===== config.mk =====
export PLATFORM = sky130hd
export DESIGN_NAME = indexed_min_heap_decrease_key
export DESIGN_NICKNAME = d
export VERILOG_FILES = /design/src/hw/rtl/imh_pkg.sv /design/src/hw/rtl/imh_ram.sv /design/src/hw/rtl/imh_ctrl.sv /design/src/hw/rtl/indexed_min_heap_decrease_key.sv
export SDC_FILE = /design/constraint.sdc
export NUM_CORES = 2
export LEC_CHECK = 0
export BUFFER_PORTS_ARGS = -buffer_cell sky130_fd_sc_hd__buf_4
export CAP_MARGIN = 20
export CORE_MARGIN = 4
export CORE_UTILIZATION = 55
export DETAILED_ROUTE_END_ITERATION = 12
export HOLD_SLACK_MARGIN = 0.06
export PLACE_DENSITY = 0.67
export SLEW_MARGIN = 15
export SYNTH_ARGS = -nofsm -noshare
export SYNTH_HDL_FRONTEND = slang
export SYNTH_SLANG_ARGS = --single-unit

===== constraint.sdc =====
create_clock -name aclk -period 6.4 [get_ports aclk]
set_clock_uncertainty 0.15 [all_clocks]
set_input_delay 0.32 -clock aclk [delete_from_list [all_inputs] [get_ports aclk]]
set_output_delay 0.32 -clock aclk [all_outputs]
set_load 0.005 [all_outputs]

===== src/hw/rtl/imh_pkg.sv =====
`default_nettype none
package imh_pkg;
    localparam int NUM_ITEMS     = 64;
    localparam int ID_BITS       = $clog2(NUM_ITEMS);
    localparam int CNT_BITS      = $clog2(NUM_ITEMS + 1);
    localparam int PRIORITY_BITS = 32;

    typedef logic [ID_BITS-1:0]       id_t;
    typedef logic [CNT_BITS-1:0]      cnt_t;
    typedef logic [PRIORITY_BITS-1:0] prio_t;

    localparam logic [1:0] OUT_INSERTED = 2'd0;
    localparam logic [1:0] OUT_LOWERED  = 2'd1;
    localparam logic [1:0] OUT_KEPT     = 2'd2;

    // One port of a memory: read or write at one address.
    typedef struct packed {
        logic  we;
        id_t   addr;
        logic [PRIORITY_BITS-1:0] wdata;
    } mem_req_t;
endpackage
`default_nettype wire


===== src/hw/rtl/imh_ram.sv =====
`default_nettype none
module imh_ram #(
    parameter int DEPTH = 64,
    parameter int WIDTH = 32
) (
    input  wire logic                     aclk,
    input  wire logic                     we,
    input  wire logic [$clog2(DEPTH)-1:0] addr,
    input  wire logic [WIDTH-1:0]         wdata,
    output logic      [WIDTH-1:0]         rdata
);
    logic [WIDTH-1:0] mem [DEPTH];

    always_ff @(posedge aclk) begin
        if (we) begin
            mem[addr] <= wdata;
        end
        rdata <= mem[addr];
    end
endmodule
`default_nettype wire


===== src/hw/rtl/imh_ctrl.sv =====
`default_nettype none
module imh_ctrl (
    input  wire logic                         aclk,
    input  wire logic                         aresetn,
    input  wire logic                         in_valid,
    output logic                              in_ready,
    input  wire logic                         in_func,
    input  wire imh_pkg::id_t                 in_id,
    input  wire imh_pkg::prio_t               in_prio,
    output logic                              res_valid,
    input  wire logic                         res_ready,
    output logic [80:0]                       res_data,
    output imh_pkg::mem_req_t                 hs_req,
    input  wire imh_pkg::id_t                 hs_rd,
    output imh_pkg::mem_req_t                 sl_req,
    input  wire imh_pkg::id_t                 sl_rd,
    output imh_pkg::mem_req_t                 pr_req,
    input  wire imh_pkg::prio_t               pr_rd
);
    // Each memory access: issue, then the data lands in the next state (e.g. PUSHW).
    typedef enum logic [14:0] {
        S_IDLE = 15'd1,     S_PUSH = 15'd2,    S_PUSHW = 15'd4,
        S_UPA  = 15'd8,     S_UPB  = 15'd16,   S_UPC  = 15'd32,
        S_UPD  = 15'd64,    S_POP0 = 15'd128,  S_POP1 = 15'd256,
        S_DNA  = 15'd512,   S_DNB  = 15'd1024, S_DNC  = 15'd2048,
        S_DND  = 15'd4096,  S_HEAD = 15'd8192, S_OUT  = 15'd16384
    } st_t;

    st_t st_reg, st_next;
    logic [imh_pkg::NUM_ITEMS-1:0] pres_reg, pres_next;
    imh_pkg::cnt_t cnt_reg, cnt_next;
    imh_pkg::id_t id_reg, id_next;
    imh_pkg::prio_t prio_reg, prio_next;
    // Item being sifted: its id, slot and key.
    imh_pkg::id_t cur_reg, cur_next;
    imh_pkg::cnt_t pos_reg, pos_next;
    imh_pkg::prio_t key_reg, key_next;
    // Candidate partner (parent or chosen child).
    imh_pkg::id_t oid_reg, oid_next;
    imh_pkg::prio_t okey_reg, okey_next;
    logic [2:0] sub_reg, sub_next;
    logic err_reg, err_next;
    logic [1:0] outc_reg, outc_next;
    imh_pkg::id_t pid_reg, pid_next;
    imh_pkg::prio_t pprio_reg, pprio_next;
    imh_pkg::prio_t head_reg, head_next;
    logic rv_reg, rv_next;
    imh_pkg::id_t lid_reg, lid_next;
    // Result held for the receiver, apart from the working registers.
    logic [80:0] res_reg, res_next;

    imh_pkg::cnt_t lch, rch, par;
    assign lch = imh_pkg::CNT_BITS'({pos_reg, 1'b1});
    assign rch = lch + imh_pkg::cnt_t'(1);
    assign par = (pos_reg - imh_pkg::cnt_t'(1)) >> 1;

    assign in_ready  = (st_reg == S_IDLE);
    assign res_valid = rv_reg;
    assign res_data  = res_reg;

    always_comb begin
        st_next = st_reg; pres_next = pres_reg; cnt_next = cnt_reg;
        id_next = id_reg; prio_next = prio_reg;
        cur_next = cur_reg; pos_next = pos_reg; key_next = key_reg;
        oid_next = oid_reg; okey_next = okey_reg; sub_next = sub_reg;
        err_next = err_reg; outc_next = outc_reg; pid_next = pid_reg;
        pprio_next = pprio_reg; head_next = head_reg; rv_next = rv_reg;
        lid_next = lid_reg; res_next = res_reg;
        hs_req = '0; sl_req = '0; pr_req = '0;
        if (rv_reg && res_ready) begin
            rv_next = 1'b0;
        end
        case (st_reg)
            S_IDLE: begin
                if (in_valid) begin
                    id_next = in_id; prio_next = in_prio;
                    err_next = 1'b0; outc_next = imh_pkg::OUT_INSERTED;
                    pid_next = '0; pprio_next = '0;
                    st_next = in_func ? S_POP0 : S_PUSH;
                end
            end
            S_PUSH: begin
                sl_req.addr = id_reg; pr_req.addr = id_reg;
                st_next = S_PUSHW;
            end
            S_PUSHW: begin
                cur_next = id_reg; key_next = prio_reg;
                if (pres_reg[id_reg]) begin
                    if (prio_reg < pr_rd) begin
                        outc_next = imh_pkg::OUT_LOWERED;
                        pr_req = '{1'b1, id_reg, prio_reg};
                        pos_next = imh_pkg::cnt_t'(sl_rd);
                        st_next = S_UPA;
                    end else begin
                        outc_next = imh_pkg::OUT_KEPT;
                        st_next = S_HEAD;
                    end
                end else if (cnt_reg >= imh_pkg::cnt_t'(imh_pkg::NUM_ITEMS)) begin
                    outc_next = imh_pkg::OUT_KEPT;
                    st_next = S_HEAD;
                end else begin
                    pr_req = '{1'b1, id_reg, prio_reg};
                    pres_next[id_reg] = 1'b1;
                    pos_next = cnt_reg;
                    cnt_next = cnt_reg + imh_pkg::cnt_t'(1);
                    st_next = S_UPA;
                end
            end
            // Sift up: cur item at pos; fetch parent id, then parent key.
            S_UPA: begin
                if (pos_reg == '0) begin
                    hs_req = '{1'b1, '0, 32'(cur_reg)};
                    sl_req = '{1'b1, cur_reg, '0};
                    st_next = S_HEAD;
                end else begin
                    hs_req.addr = imh_pkg::ID_BITS'(par);
                    st_next = S_UPB;
                end
            end
            S_UPB: begin
                oid_next = hs_rd; pr_req.addr = hs_rd;
                st_next = S_UPC;
            end
            S_UPC: begin
                if (key_reg < pr_rd) begin
                    hs_req = '{1'b1, imh_pkg::ID_BITS'(pos_reg), 32'(oid_reg)};
                    sl_req = '{1'b1, oid_reg, 32'(pos_reg)};
                    pos_next = par;
                    st_next = S_UPA;
                end else begin
                    hs_req = '{1'b1, imh_pkg::ID_BITS'(pos_reg), 32'(cur_reg)};
                    sl_req = '{1'b1, cur_reg, 32'(pos_reg)};
                    st_next = S_HEAD;
                end
            end
            S_POP0: begin
                if (cnt_reg == '0) begin
                    err_next = 1'b1;
                    st_next = S_OUT;
                end else begin
                    hs_req.addr = '0; sub_next = '0;
                    st_next = S_POP1;
                end
            end
            // Fetch root id, root key, last id, last key over several beats.
            S_POP1: begin
                sub_next = sub_reg + 3'd1;
                case (sub_reg)
                    3'd0: begin
                        pid_next = hs_rd; pr_req.addr = hs_rd;
                        hs_req.addr = imh_pkg::ID_BITS'(cnt_reg - imh_pkg::cnt_t'(1));
                    end
                    3'd1: begin
                        pprio_next = pr_rd; cur_next = hs_rd; pr_req.addr = hs_rd;
                    end
                    default: begin
                        key_next = pr_rd; pos_next = '0;
                        pres_next[pid_reg] = 1'b0;
                        cnt_next = cnt_reg - imh_pkg::cnt_t'(1);
                        st_next = (cnt_reg == imh_pkg::cnt_t'(1)) ? S_HEAD : S_DNA;
                    end
                endcase
            end
            // Sift down: read left child id/key, right child id/key, pick.
            S_DNA: begin
                if (lch >= cnt_reg) begin
                    hs_req = '{1'b1, imh_pkg::ID_BITS'(pos_reg), 32'(cur_reg)};
                    sl_req = '{1'b1, cur_reg, 32'(pos_reg)};
                    st_next = S_HEAD;
                end else begin
                    hs_req.addr = imh_pkg::ID_BITS'(lch); sub_next = '0;
                    st_next = S_DNB;
                end
            end
            S_DNB: begin
                sub_next = sub_reg + 3'd1;
                case (sub_reg)
                    3'd0: begin
                        oid_next = hs_rd; pr_req.addr = hs_rd;
                        if (rch < cnt_reg) begin
                            hs_req.addr = imh_pkg::ID_BITS'(rch);
                        end
                    end
                    3'd1: begin
                        okey_next = pr_rd;
                        if (rch < cnt_reg) begin
                            lid_next = hs_rd; pr_req.addr = hs_rd;
                        end else begin
                            st_next = S_DNC;
                        end
                    end
                    default: begin
                        if (pr_rd < okey_reg) begin
                            okey_next = pr_rd; oid_next = lid_reg;
                            pos_next = pos_reg;
                            sub_next = 3'd7;
                        end
                        st_next = S_DNC;
                    end
                endcase
            end
            S_DNC: begin
                if (okey_reg < key_reg) begin
                    hs_req = '{1'b1, imh_pkg::ID_BITS'(pos_reg), 32'(oid_reg)};
                    sl_req = '{1'b1, oid_reg, 32'(pos_reg)};
                    pos_next = (sub_reg == 3'd7) ? rch : lch;
                    st_next = S_DNA;
                end else begin
                    hs_req = '{1'b1, imh_pkg::ID_BITS'(pos_reg), 32'(cur_reg)};
                    sl_req = '{1'b1, cur_reg, 32'(pos_reg)};
                    st_next = S_HEAD;
                end
            end
            S_HEAD: begin
                hs_req.addr = '0; st_next = S_UPD;
            end
            S_UPD: begin
                pr_req.addr = hs_rd; st_next = S_DND;
            end
            S_DND: begin
                head_next = (cnt_reg != '0) ? pr_rd : '0;
                st_next = S_OUT;
            end
            S_OUT: begin
                if (!rv_reg || res_ready) begin
                    if (err_reg) begin
                        head_next = (cnt_reg != '0) ? head_reg : '0;
                    end
                    res_next = {cnt_reg, head_reg, cnt_reg != '0, pprio_reg, pid_reg,
                                outc_reg, err_reg};
                    rv_next = 1'b1;
                    st_next = S_IDLE;
                end
            end
            default: st_next = S_IDLE;
        endcase
    end

    always_ff @(posedge aclk) begin
        if (!aresetn) begin
            st_reg <= S_IDLE; pres_reg <= '0; cnt_reg <= '0; rv_reg <= 1'b0;
            head_reg <= '0;
        end else begin
            st_reg <= st_next; pres_reg <= pres_next; cnt_reg <= cnt_next;
            rv_reg <= rv_next; head_reg <= head_next;
        end
        id_reg <= id_next; prio_reg <= prio_next;
        cur_reg <= cur_next; pos_reg <= pos_next; key_reg <= key_next;
        oid_reg <= oid_next; okey_reg <= okey_next; sub_reg <= sub_next;
        err_reg <= err_next; outc_reg <= outc_next; pid_reg <= pid_next;
        pprio_reg <= pprio_next; lid_reg <= lid_next; res_reg <= res_next;
    end
endmodule
`default_nettype wire


===== src/hw/rtl/indexed_min_heap_decrease_key.sv =====
// Indexed binary min-heap with decrease-key.
// Input channel s_*: tdata = {new_priority[37:6], item_id[5:0]} (40 bits),
// tuser = func (0 push or lower key, 1 pop minimum).
// Result channel m_*: tdata from bit 0 up: error, push_outcome(2), popped_id(6),
// popped_priority(32), head_valid, head_priority(32), entry_total(7), padded.
// One item is handled at a time. Heap slots, slot per id and priority per id
// live in three single-port synchronous RAMs. A sift-up level reads the parent
// id, then the parent key; a sift-down level reads the left child id and key
// and, where present, the right child id and key. Every operation but the pop
// of an empty heap ends with a lookup of the head. The next beat is taken once
// the result has gone into the output register, so the input takes no new beat
// while an item is being handled, whatever the depth of its sift.
// Reset empties the heap at once through the per-id presence flags and the
// count; the RAM contents are never cleared and are only used once written.
// The result sits in an output register and is held unchanged while the
// receiver stalls. The next beat may be taken meanwhile; its result waits until
// the register has been emptied, and no further beat is taken before that.
`default_nettype none
module indexed_min_heap_decrease_key (
    input  wire logic        aclk,
    input  wire logic        aresetn,
    input  wire logic        s_tvalid,
    output logic             s_tready,
    input  wire logic [39:0] s_tdata,  // item_id[5:0], new_priority[37:6]
    input  wire logic        s_tuser,  // func
    output logic             m_tvalid,
    input  wire logic        m_tready,
    output logic [87:0]      m_tdata   // error, push_outcome, popped_id, ...
);
    imh_pkg::mem_req_t hs_req, sl_req, pr_req;
    logic [imh_pkg::ID_BITS-1:0] hs_rd, sl_rd;
    logic [imh_pkg::PRIORITY_BITS-1:0] pr_rd;
    logic [80:0] res;

    imh_ctrl u_ctrl (
        .aclk, .aresetn,
        .in_valid(s_tvalid), .in_ready(s_tready), .in_func(s_tuser),
        .in_id(s_tdata[5:0]), .in_prio(s_tdata[37:6]),
        .res_valid(m_tvalid), .res_ready(m_tready), .res_data(res),
        .hs_req, .hs_rd, .sl_req, .sl_rd, .pr_req, .pr_rd
    );

    imh_ram #(.DEPTH(imh_pkg::NUM_ITEMS), .WIDTH(imh_pkg::ID_BITS)) u_heap (
        .aclk, .we(hs_req.we), .addr(hs_req.addr),
        .wdata(hs_req.wdata[imh_pkg::ID_BITS-1:0]), .rdata(hs_rd)
    );
    imh_ram #(.DEPTH(imh_pkg::NUM_ITEMS), .WIDTH(imh_pkg::ID_BITS)) u_slot (
        .aclk, .we(sl_req.we), .addr(sl_req.addr),
        .wdata(sl_req.wdata[imh_pkg::ID_BITS-1:0]), .rdata(sl_rd)
    );
    imh_ram #(.DEPTH(imh_pkg::NUM_ITEMS), .WIDTH(imh_pkg::PRIORITY_BITS)) u_prio (
        .aclk, .we(pr_req.we), .addr(pr_req.addr),
        .wdata(pr_req.wdata), .rdata(pr_rd)
    );

    assign m_tdata = {7'd0, res};
endmodule
`default_nettype wire


# After elaboration in Yosys (flattened, before gate mapping)
# Memory sizes are Yosys's and may differ from the RTL's. A register that Yosys moved wholly into a read port is not among the register bits.
# Cells that the tools add are included.
dict set report classes {
  reduce_logical 36
  mux 110
  bitwise 4
  magnitude_cmp 11
  add_sub_neg 5
  n_eq_ne 39
}
# operator n
set op_table {}
lappend op_table {{$mux W32} 9}
lappend op_table {{$pmux W32 S2} 4}
lappend op_table {{$pmux W15 S15} 1}
lappend op_table {{$mux W39} 5}
lappend op_table {{$mux W64} 3}
lappend op_table {{$lt A32 B32 Y1} 4}
lappend op_table {{$pmux W64 S2} 1}
lappend op_table {{$mux W14} 8}
lappend op_table {{$mux W6} 15}
lappend op_table {{$mux W38} 2}
lappend op_table {{$mux W15} 5}
lappend op_table {{$mux W7} 10}
lappend op_table {{$and A64 B64 Y64} 1}
lappend op_table {{$not A64 Y64} 1}
lappend op_table {{$or A64 B64 Y64} 1}
lappend op_table {{$pmux W6 S2} 5}
lappend op_table {{$pmux W6 S5} 2}
lappend op_table {{$pmux W6 S4} 2}
lappend op_table {{$pmux W6 S6} 1}
lappend op_table {{$pmux W15 S2} 1}
lappend op_table {{$pmux W7 S4} 1}
lappend op_table {{$reduce_and A3 Y1} 8}
lappend op_table {{$ne A2 B2 Y1 const B} 9}
lappend op_table {{$mux W1} 17}
lappend op_table {{54 further kinds} 89}
dict set report totals {
  memories 3
  reg_bits 371
  ram_bits 2816
}
# memory words width rd rd_clocked_by_memory_dff write_ports line_no
set memory_table {}
lappend memory_table {u_prio.mem 64 32 1 1 1 imh_ram.sv:12} ;# logic [WIDTH-1:0] mem [DEPTH];
lappend memory_table {u_heap.mem 64 6 1 1 1 imh_ram.sv:12}
lappend memory_table {u_slot.mem 64 6 1 1 1 imh_ram.sv:12}

# Logic depth before layout (Yosys ltp)
dict set report depth {
  word_depth 8
  ltp_mapped 21
}

# Hierarchy
# Synthesis repeated with hierarchy kept, for this count alone.
dict set report unflattened {
  hier_cells 7805
  hier_area_um2 128296.8
}
# mod seq_area_each_um2 instances area_per_inst_um2 cells_per_inst
set modules_own_cells {}
lappend modules_own_cells {{imh_ram at u_prio} 62139.6 1 78928.2 4239}
lappend modules_own_cells {imh_ctrl 9949.5 1 18815.5 1742}
lappend modules_own_cells {{imh_ram at u_slot} 11651.2 1 15265.9 923}
lappend modules_own_cells {{imh_ram at u_heap} 11651.2 1 15230.9 893}
lappend modules_own_cells {indexed_min_heap_decrease_key 0.0 1 56.3 8}

# Worst setup path after synthesis
# OpenSTA, ideal clock, no wires.
dict set report synth_timing {
  path_kind {register -> register}
  from {reg u_ctrl.st_reg[8]}
  to {reg u_ctrl.res_reg[0] (netlist: u_ctrl.res_data[0]) (enable)}
  t_arrival_ps 4865
  period_less_slack_ps 5544
  t_required_ps 5721
  slack_ps 856
  path_stages_with_launch 8
  path_cell_list {dfxtp_1 > clkbuf_1 > nor3_2 > and2_1 > nand3_1 > nor3_1 > nand3b_1 > nor2b_1}
}
dict set report synth_via {
  elab_chain_cells 2
}
# element line_no
set synth_lines {}
lappend synth_lines {{from (decl)} imh_ctrl.sv:29} ;# st_t st_reg, st_next;
lappend synth_lines {{from (signal assigned)} imh_ctrl.sv:244} ;# st_reg <= st_next; pres_reg <= pres_next; cnt_reg <= cnt_next;
lappend synth_lines {{$eq A15 B15 Y1} imh_ctrl.sv:73} ;# case (st_reg)
lappend synth_lines {{$reduce_and A2 Y1 (no source line)} -}
lappend synth_lines {{to (signal assigned)} imh_ctrl.sv:251} ;# pprio_reg <= pprio_next; lid_reg <= lid_next; res_reg <= res_next;
lappend synth_lines {{to (decl)} imh_ctrl.sv:50} ;# logic [80:0] res_reg, res_next;
# No other way between the ends.
# A chain may end at the register's enable or synchronous reset.

# Worst setup path after layout
dict set report layout_timing {
  from {reg u_prio.rdata[22], read port of u_prio.mem}
  to {mem u_prio.mem[63][23] (enable)}
}
dict set report layout_via {
  elab_chain_cells 6
}
# element line_no
set layout_lines {}
lappend layout_lines {{from (decl)} imh_ram.sv:10} ;# output logic [WIDTH-1:0] rdata
lappend layout_lines {{$lt A32 B32 Y1 *} imh_ctrl.sv:89} ;# if (prio_reg < pr_rd) begin
lappend layout_lines {{$mux W39 *} imh_ctrl.sv:89}
lappend layout_lines {{$mux W39 *} imh_ctrl.sv:88} ;# if (pres_reg[id_reg]) begin
lappend layout_lines {{$mux W1} imh_ctrl.sv:73}
lappend layout_lines {{$mux W1} imh_ram.sv:15} ;# if (we) begin
lappend layout_lines {{$mux W1 (not written as such)} imh_ram.sv:16} ;# mem[addr] <= wdata;
lappend layout_lines {{to (decl)} imh_ram.sv:12}
# Mark *: on every way between the ends. The rest lies on a longest branch, timed or not.

==> qor.tcl <==
set qor(outcome) {finished, final reports clean}
set qor(largest_reg_flops) 2048
set qor(combined_global_route_utilization_of_all_metal_layers_pct) 32.87
set qor(post_drt_wl_per_cell_um) 34.96
set qor(setup.worst_path.end_class) {flop}
set qor(power.share.sequential_pct) 53.3
set qor(reg2reg_to) {u_prio.mem[63][23]$_DFFE_PP_}
set qor(route.vias.total) 78147
set qor(die-area_um2) 240100
set qor(die-height_um) 490.0
set qor(first_pass_iters) 6
set qor(clockRootBuffer) {sky130_fd_sc_hd__clkbuf_16}
set qor(post_route_cells_drive_above_1_share_pct) 22.95
set qor(via_density_per_instance) 6.800
set qor(synth-main-ff-cell) {sky130_fd_sc_hd__edfxtp_1}
set qor(place.gp.congestion) 0.9356
set qor(avgSynthCellArea_um2) 17.27
set qor(drtAntennaViolNets) 0
set qor(die_width_um) 490.0
set qor(first_global_vias) 74543
set qor(setup_viol) 0
set qor(cts_buffer_depth) 4
set qor(period_needed_ns) 6.332
set qor(syn_to_final_growth_pct) 16.91
set qor(start_util_pct) 55.43
set qor(rsz0062_at_grt) {no}
set qor(synth.yosys.seq_area_share_pct) 74.64
set qor(numCtsBuffers) 335
set qor(fp-row-count) 176
set qor(cts.clk_slew.worst_paths_ns) 0.06
set qor(num-nets-final) 8397
set qor(netlist-cell-type-count) 102
set qor(tightest_slew_ns) 1.170
set qor(dpl.hpwl_um) 248200
set qor(finalSetupTns_ns) 0
set qor(cts_tree) {yes}
set qor(total_switching_power_mw) 8.812
set qor(hold_path.startpoint) {aresetn}
set qor(post_detailed_route_drc_marker_count) 0
set qor(regMostFlops) {u_prio.mem}
set qor(maximum_net_fanout_on_the_critical_path) 21
set qor(design.core.area_um2) 230600
set qor(yosys_warnings) 0
set qor(kind_of_launch_point_of_the_worst_setup_path) {flop}
set qor(timing.reg2reg.setup_slack_ns) 0.07
set qor(drt_wl_total_um) 401800
set qor(globalRoute.totalOverflow) 0
set qor(multi_input_area_um2) 30950
set qor(design_power_total_mw) 43.35
set qor(grt_first_pass_wirelength_um) 562700
set qor(part_of_the_power_in_combinational_logic_pct) 2.7
set qor(ir_worst_vdd_uv) 275.7
set qor(numPortBuffers) 125
set qor(hold-path-endpoint) {u_ctrl.st_reg[6]$_SDFFE_PN0P_}
set qor(io_pins) 135
set qor(min_path_type) {in2reg}
set qor(syn_area_um2) 127800
set qor(mostFrequentLayoutCell) {sky130_fd_sc_hd__edfxtp_1}
set qor(maxClockFrequency_ghz) 0.1579
set qor(finalCritPeriodShare_pct) 98.94
set qor(timing.final.hold_violations) 0
set qor(hold_path_depth) 4
set qor(seq_area_um2) 95400
set qor(layout.cells.most_common_list) {3068 x sky130_fd_sc_hd__edfxtp_1, 688 x sky130_fd_sc_hd__nand2_1, 657 x sky130_fd_sc_hd__buf_4}
set qor(grt_antenna_before_repair) 16
set qor(worst-r2r-cell-count) 15
set qor(drt_first_iter_violations) 13221
set qor(pwr-share-clk_pct) 44.0
set qor(worst-setup-path-type) {reg2reg}
set qor(filler_cell_count) 15576
set qor(maxCapViolations) 0
set qor(max_slew_margin_vs_limit_pct) 21.59
set qor(r2r-start) {u_prio.rdata[22]$_DFF_P_}
set qor(grt_max_degree) 93
set qor(finish.utilization_pct) 64.80
set qor(power_density_nw_per_um2) 290.1
set qor(clk_latency_ns) 0.97
set qor(postLayoutSetupSlackWorst_ns) 0.06784
set qor(dp_slack_ns) 0.07869
set qor(p_leak_nw) 54.04
set qor(ctsHtreeMaxLevel) 5
set qor(timing.hold.ws_ns) 0.1790
set qor(cp_data_arrival_time_ns) 6.74
set qor(numClockSinks) 3231
set qor(worst-endpoint-required_ns) 6.81
set qor(netSwitchingFraction_pct) 20.33
set qor(internal_power_mw) 34.54
set qor(timing_max_transition_violations_final) 0
set qor(post_synth_edffs) 3068
set qor(postSynth.asyncResetShare_pct) 0
set qor(ys_ff_latch) 3231
set qor(syn-instance-count) 7400
set qor(largestRegisters) {u_prio.mem x2048, u_heap.mem x384, u_slot.mem x384}
## cell usage after synthesis, types with 27 or more instances
cell	count	area [um^2]
sky130_fd_sc_hd__nor3_1	60	300.3
sky130_fd_sc_hd__a211oi_1	37	277.8
sky130_fd_sc_hd__ha_1	145	1814
sky130_fd_sc_hd__a22oi_1	196	1471
sky130_fd_sc_hd__a31oi_1	40	250.2
sky130_fd_sc_hd__nor2_1	382	1434
sky130_fd_sc_hd__nand4_1	82	513.0
sky130_fd_sc_hd__nand2b_1	27	168.9
sky130_fd_sc_hd__dfxtp_1	163	3263
sky130_fd_sc_hd__and3_1	84	525.5
sky130_fd_sc_hd__edfxtp_1	3068	92130
sky130_fd_sc_hd__o21ai_0	165	825.8
sky130_fd_sc_hd__nand3_1	178	890.9
sky130_fd_sc_hd__a21o_1	65	488.0
sky130_fd_sc_hd__o22ai_1	38	237.7
sky130_fd_sc_hd__a21oi_1	312	1562
sky130_fd_sc_hd__clkbuf_1	175	656.9
sky130_fd_sc_hd__nand2_1	690	2590
sky130_fd_sc_hd__buf_4	37	277.8
sky130_fd_sc_hd__buf_2	133	665.6
sky130_fd_sc_hd__mux4_2	478	10770
sky130_fd_sc_hd__o21a_1	28	210.2
sky130_fd_sc_hd__a221oi_1	102	893.4
sky130_fd_sc_hd__a22o_1	69	604.3
sky130_fd_sc_hd__mux2i_1	96	960.9
sky130_fd_sc_hd__inv_1	127	476.7
sky130_fd_sc_hd__buf_1	39	146.4
## timing repair
item / in CTS / in global routing
setup buffers: 0 / 0
hold endpoints to repair: 88 / 0
resized for setup: 0 / 7
hold buffers: 84 / 0
setup endpoints to repair: 0 / 59
## kinds of logic after synthesis
| logic type | after synthesis | synth area share (%) |
|---|---|---|
| buf+inv | 525 | 1.857 |
| fa+ha+maj | 145 | 1.420 |
| flops | 3231 | 74.64 |
| other cells | 1 | 0.002934 |
| compound gates | 1231 | 6.638 |
| xor+xnor | 24 | 0.1645 |
| mux | 601 | 9.417 |
| simple gates | 1642 | 5.857 |
## critical path: stages, from the launching register on
cell                       delay [ns]
sky130_fd_sc_hd__dfxtp_1         0.89
sky130_fd_sc_hd__inv_1           0.22
sky130_fd_sc_hd__ha_1            0.28
sky130_fd_sc_hd__a211oi_1        0.24
sky130_fd_sc_hd__o21ai_0         0.12
sky130_fd_sc_hd__a21oi_1         0.31
sky130_fd_sc_hd__o41ai_2         0.18
sky130_fd_sc_hd__a211oi_2        0.39
sky130_fd_sc_hd__mux2i_1         0.31
sky130_fd_sc_hd__nor2_1          0.32
sky130_fd_sc_hd__buf_4           0.23
sky130_fd_sc_hd__a21oi_4         0.07
sky130_fd_sc_hd__nor2_1          0.32
sky130_fd_sc_hd__nand3_1         0.44
sky130_fd_sc_hd__nor2_4          0.73
sky130_fd_sc_hd__buf_4           0.61
## power groups by stage
stage | registers (mW) | clock network, mW | logic, mW
4_1_cts | 23.1 | 19.2 | 1.12
3_5_place_dp | 23.5 | 0 | 1.07
6_report | 23.1 | 19.1 | 1.15
2_1_floorplan | 23.4 | 0 | 0.603
5_1_grt | 23.1 | 20.1 | 1.21
3_3_place_gp | 23.5 | 0 | 1.06
## per-layer routing
metal  GRT usage, %  vias to the layer above  wire length [um]
met4          11.34                       10             15580
met1          47.47                    40015            149800
met5              0                        -                67
li1               -                    31307                 -
met3          9.344                      940             56580
met2          48.55                     5875            179800
## through the flow
stage,instances,area [um^2]
global placement,10798,137600
global route,11488,149400
floorplan,7406,127800
detailed placement,10798,137600
finish,11492,149400
CTS,11471,149100
## cell type report
| cell class | count | area share [%] |
|---|---|---|
| tap | 3026 | 2.534 |
| clock inverter | 160 | 1.108 |
| inverter | 128 | 0.3224 |
| antenna | 7 | 0.01172 |
| multi-input combinational | 3650 | 20.71 |
| sequential | 3231 | 63.85 |
| clock buffer | 429 | 5.983 |
| timing repair buffer | 861 | 5.476 |
## worst max-delay path by stage
| stage | from | end | slack, ns |
|---|---|---|---|
| 3_5_place_dp | u_prio.rdata[21]$_DFF_P_ | u_prio.rdata[11]$_DFF_P_ | 0.08 |
| 2_1_floorplan | u_ctrl.st_reg[8]$_SDFFE_PN0P_ | u_ctrl.res_data[0]$_DFFE_PP_ | 0.86 |
| 4_1_cts | u_prio.rdata[21]$_DFF_P_ | u_prio.rdata[11]$_DFF_P_ | 0.05 |
| 5_1_grt | u_prio.rdata[9]$_DFF_P_ | u_prio.mem[63][28]$_DFFE_PP_ | 0.02 |
| 3_3_place_gp | u_prio.rdata[21]$_DFF_P_ | u_prio.rdata[11]$_DFF_P_ | 0.10 |
| 6_report | u_prio.rdata[22]$_DFF_P_ | u_prio.mem[63][23]$_DFFE_PP_ | 0.07 |
Power figures use the tool's default switching activity.
